## src/hdl/hbi_pkg.sv

```systemverilog
// ----------------------------------------------------------------------------
// hbi_pkg
// types and constants shared by the bilinear interpolator modules
// ----------------------------------------------------------------------------
package hbi_pkg;

  localparam int MAX_X_POINTS = 64;
  localparam int MAX_Y_POINTS = 64;
  localparam int ITER_LIMIT   = 500;

  // divider handles 49-bit dividend, multiplier 32-bit multiplier
  localparam int DIV_STEPS = 49;
  localparam int MUL_STEPS = 32;

  // configuration register indexes
  localparam logic CFG_X_COUNT = 1'b0;
  localparam logic CFG_Y_COUNT = 1'b1;

  typedef enum logic [1:0] {
    KIND_WR_X  = 2'd0,
    KIND_WR_Y  = 2'd1,
    KIND_WR_G  = 2'd2,
    KIND_QUERY = 2'd3
  } kind_t;

  typedef enum logic {
    MDU_DIV = 1'b0,
    MDU_MUL = 1'b1
  } mdu_op_t;

  typedef struct packed {
    logic    start;
    mdu_op_t op;
  } mdu_req_t;

  typedef struct packed {
    logic busy;
    logic done;
  } mdu_rsp_t;

  typedef enum logic [3:0] {
    ST_IDLE,
    ST_HUNT_RD,
    ST_HUNT_CMP,
    ST_YCHK_RD,
    ST_YCHK,
    ST_FETCH,
    ST_LOAD,
    ST_DIV_GO,
    ST_DIV_WAIT,
    ST_MUL_GO,
    ST_MUL_WAIT
  } state_t;

endpackage

```

## src/hdl/hbi_mdu.sv

```systemverilog
// ----------------------------------------------------------------------------
// hbi_mdu
// shared bit-serial unit: restoring unsigned divide or shift-add multiply
// ----------------------------------------------------------------------------
module hbi_mdu (
  input  logic             clk,
  input  logic             rst,
  input  hbi_pkg::mdu_req_t req,
  input  logic [48:0]      a,
  input  logic [32:0]      b,
  output hbi_pkg::mdu_rsp_t rsp,
  output logic [63:0]      result
);
  import hbi_pkg::*;

  mdu_op_t     op;
  logic [5:0]  cnt;
  logic        busy;
  logic        done;
  logic [32:0] bb;
  logic [32:0] rem;
  logic [48:0] quo;
  logic [33:0] hi;
  logic [31:0] lo;

  logic [33:0] shifted;
  logic        fits;
  logic [33:0] diff;
  logic [33:0] sum;

  // one divide step or one multiply step
  always_comb begin
    shifted = {rem, quo[48]};
    fits    = shifted >= {1'b0, bb};
    diff    = shifted - {1'b0, bb};
    sum     = hi + (lo[0] ? {1'b0, bb} : 34'd0);
  end

  always_ff @(posedge clk) begin
    if (rst) begin
      busy <= 1'b0;
      done <= 1'b0;
      cnt  <= '0;
      op   <= MDU_DIV;
    end else begin
      done <= 1'b0;
      if (req.start) begin
        op   <= req.op;
        busy <= 1'b1;
        cnt  <= (req.op == MDU_DIV) ? 6'(DIV_STEPS) : 6'(MUL_STEPS);
      end else if (busy) begin
        cnt <= cnt - 6'd1;
        if (cnt == 6'd1) begin
          busy <= 1'b0;
          done <= 1'b1;
        end
      end
    end
  end

  // datapath
  always_ff @(posedge clk) begin
    if (req.start) begin
      bb  <= b;
      rem <= '0;
      quo <= a;
      hi  <= '0;
      lo  <= a[31:0];
    end else if (busy) begin
      if (op == MDU_DIV) begin
        rem <= fits ? diff[32:0] : shifted[32:0];
        quo <= {quo[47:0], fits};
      end else begin
        hi <= {1'b0, sum[33:1]};
        lo <= {sum[0], lo[31:1]};
      end
    end
  end

  assign rsp.busy = busy;
  assign rsp.done = done;
  assign result   = (op == MDU_DIV) ? {15'd0, quo} : {hi[31:0], lo};

endmodule

```

## config.mk

```make
export PLATFORM = sky130hd
export DESIGN_NAME = hbi_mdu
export DESIGN_NICKNAME = d
export VERILOG_FILES = /design/src/hdl/hbi_pkg.sv /design/src/hdl/hbi_mdu.sv
export SDC_FILE = /design/constraint.sdc
export NUM_CORES = 1
export LEC_CHECK = 0
export ABC_CLOCK_PERIOD_IN_PS = 3300
export BUFFER_PORTS_ARGS = -buffer_cell sky130_fd_sc_hd__buf_2
export CORE_MARGIN = 2
export CORE_UTILIZATION = 59
export CTS_CLUSTER_DIAMETER = 50
export DETAILED_ROUTE_END_ITERATION = 10
export PLACE_DENSITY = 0.92
export REMOVE_ABC_BUFFERS = 1
export SLEW_MARGIN = 15
export SYNTH_ARGS = -nofsm -noshare
export SYNTH_HDL_FRONTEND = slang
export SYNTH_SLANG_ARGS = --single-unit
```

## constraint.sdc

```tcl
create_clock -name clk -period 3.3 [get_ports clk]
set_input_delay 0.495 -clock clk [delete_from_list [all_inputs] [get_ports clk]]
set_output_delay 0.495 -clock clk [all_outputs]
set_load 0.05 [all_outputs]
```

==> run metrics <==
status completed; cell count after synthesis 1252; final worst path period share a little over nine tenths; global route overflow 0; most frequent cell after synthesis nand2_1; area grow syn2layout 15.7%; Top FF cell, synth edfxtp_1; M3 GR Usage just over 6%; Switch Pwr 1.88 mW; crit path launch quo[48]; largest net degree at the start of global routing approximately 180; final worst slack about 0.062 ns; Nets between 1500 and 2000; leakage power 5.94 nW; worst setup path class flip-flop to flip-flop; met2 Use GR 46.9%; Slew Viols, Final 0; actual slew at the worst max-slew pin 1.01 ns; WP data required 3.63 ns; standard-cell rows 51; Ports 152; Clock Latency Late Sink 0.45 ns; minimum clock period 3.24 ns; Hold Path Class input pin to flip-flop; R2R Path Start quo[48]; fraction of layout cells with a size suffix above 1 20.1%; share of the synthesized area in the top cell type 29.8%; Clock Skew 0.0180 ns; pwr dens 452 nW/um^2; DRC violation count after routing 0; Detailed Route WL 29.0 mm; Distinct cells, synth 70; CP top delay family compound AO/OA/AOI/OAI gates; Worst VDD drop between 300 and 400 uV; HP Start b[3]; Die W 143 um; Commonest cells post-synth nand2_1 (151), o21ai_0 (136), inv_1 (117); FF+latch count, synth 189; total number of vias 9915; Post-synth EDFFs 114; hpwl dp just over 20 mm; Final Hold Viols 0; synthesized area 11500 um^2; DP Worst Slack 0.0312 ns; initial antenna violation count 1; Slew headroom 32.4%; GRT Total Usage 28.1%; GR peak layer met2; Combinational Power Share 18.3%; CTS sink cnt roughly 190; Iteration-0 DRC Markers approximately 900; Hold Path Depth 1; RSZ-0062 raised after global routing true; Seq pwr share 46.3%; leading area contributor after synthesis edfxtp_1; fill count 1432; core region area 19300 um^2; Synth area leaders edfxtp_1 (30%), dfxtp_1 (13%), ha_1 (7.4%); Mean Syn Cell Area 9.17 um^2; Starting Density 59.6%; Clock Tree Root clkbuf_16; Pint 4.12 mW; Port Buffer Count 151; number of global-route vias before repair 9477; Antenna Nets Post-Route 0; finished layout cell area 13300 um^2; Clock Tree Buf Depth 2; CTS tree done; Critical Path AT 3.57 ns; FF-to-FF path depth 16; clock-pin slew on the worst setup and hold paths 0.08 ns; H-tree levels 4; setup_tns 0 ns; routing usage on met1 34.7%; Die Ht approximately 140 um; Pwr Total roughly 6.0 mW; Max Cap Viol 0; CP bufs+invs 5; Via-to-Cell Ratio between 5 and 6; Max Clk Rate around 300 MHz; routed wire length per instance approximately 17 um; Synth async-reset ratio 0%; switch share 31.4%; setup violators final 0; crit-path cells inv_2 -> ha_2 -> inv_1 -> fa_2 -> a211oi_2 -> nor2_2 -> o311ai_4 -> a2111oi_4 -> o31ai_4 -> nand2_2 -> a21oi_4 -> buf_6 -> clkbuf_16 -> buf_4 -> mux2i_1 -> o21ai_1; TritonRoute pass-1 iters 5; full die area 20600 um^2; first-pass GRT wire length ~46 mm; yosys warns 0; critical path's slowest cell edfxtp_1; crit path capture type flip-flop; GP Congestion 0.948; Seq/Total Area, Yosys roughly 43%; dpl cell area between 10000 and 15000 um^2; clock network power share between 30% and 40%; CP peak stage delay between 0.3 and 0.4 ns; Stages on worst setup path 16; Critical Path Start Type flip-flop; Max FO, Critical Path 7; CTS Buf Count 17
==> sequential cells by signal, summed over array words and instances (netlist names) <==
register,flops
busy,1
hi,33
cnt,6
done,1
quo,49
lo,32
op,1
rem,33
bb,33
==> path summary, 6_finish.rpt <==
path | to | slack (ns)
hold reg to reg | rem[10] | 0.47
hold / removal | bb[3] | 0.22
setup / recovery | rem[13] | 0.06
setup reg to reg | rem[13] | 0.06
==> power groups by stage <==
| stage | logic, mW | registers [mW] | clock network, mW |
|---|---|---|---|
| 2_1_floorplan | 0.748 | 2.80 | 0 |
| 3_3_place_gp | 1.04 | 2.82 | 0 |
| 3_5_place_dp | 1.07 | 2.83 | 0 |
| 4_1_cts | 1.08 | 2.78 | 2.15 |
| 5_1_grt | 1.18 | 2.80 | 2.23 |
| 6_report | 1.10 | 2.78 | 2.13 |
==> metal layers <==
layer | wire, um | up-vias
met4 | 1250 | 0
met5 | 0 | -
met3 | 2340 | 96
li1 | - | 4725
met1 | 11800 | 4626
met2 | 13600 | 468
==> cell type report <==
cell class	instances	area, um^2	area share, %
Antenna cell	1	2.50	0.0188
Clock inverter	15	189	1.42
Sequential cell	189	4930	37.1
Clock buffer	17	425	3.20
Tap cell	265	332	2.50
Timing Repair Buffer	181	1070	8.05
Multi-Input combinational cell	885	5900	44.4
Inverter	117	439	3.31
==> worst reg2reg max path, cell delays in order (launching register included) <==
cell	delay, ns
edfxtp_1	0.38
inv_2	0.08
ha_2	0.17
inv_1	0.05
fa_2	0.37
a211oi_2	0.31
nor2_2	0.10
o311ai_4	0.34
a2111oi_4	0.16
o31ai_4	0.24
nand2_2	0.12
a21oi_4	0.19
buf_6	0.13
clkbuf_16	0.13
buf_4	0.12
mux2i_1	0.18
o21ai_1	0.07
==> what timing repair did <==
item,CTS,global route
gates resized for setup,1,17
gates cloned,0,1
endpoints found under the hold margin,0,0
setup endpoints to repair,1,34
pin swaps,1,9
buffers inserted,1,9
hold buffers,0,0
==> metrics by stage <==
| stage | instances | hold slack, ns | util [%] |
|---|---|---|---|
| after CTS | 1659 | 0.204 | 68.1 |
| after global routing | 1670 | 0.201 | 69.0 |
| after detailed placement | 1626 | 0.463 | 64.9 |
| final | 1670 | 0.224 | 69.0 |
| after global placement | 1626 | 0.458 | 64.9 |
| after floorplan | 1191 | 0.439 | - |
==> cells in the final DEF, fill, tap and decap left out, drive strengths merged, types with 6 or more instances in the layout <==
cell	count
a21oi	87
a211oi	12
or3	8
xor2	14
and3	12
o31ai	8
xnor2	38
nor2	44
edfxtp	114
dfxtp	75
buf	180
a21o	20
o211ai	8
and2	52
ha	68
nand2b	9
nand3	17
clkinv	6
o21ai	156
mux2	37
nor3	15
nand2	152
a32oi	8
a22o	9
inv	125
clkbuf	18
nand4	12
o21a	11
or2	6
mux2i	22
==> cell families after synthesis <==
family	synth area share, %
muxes	5.55
adders and majority gates	7.76
DFF	42.9
xor gates and xnor gates	3.97
buffers and inverters	6.17
AOI/OAI and AO/OA	19.4
and+or+nand+nor	14.3
Power figures use the tool's default switching activity.
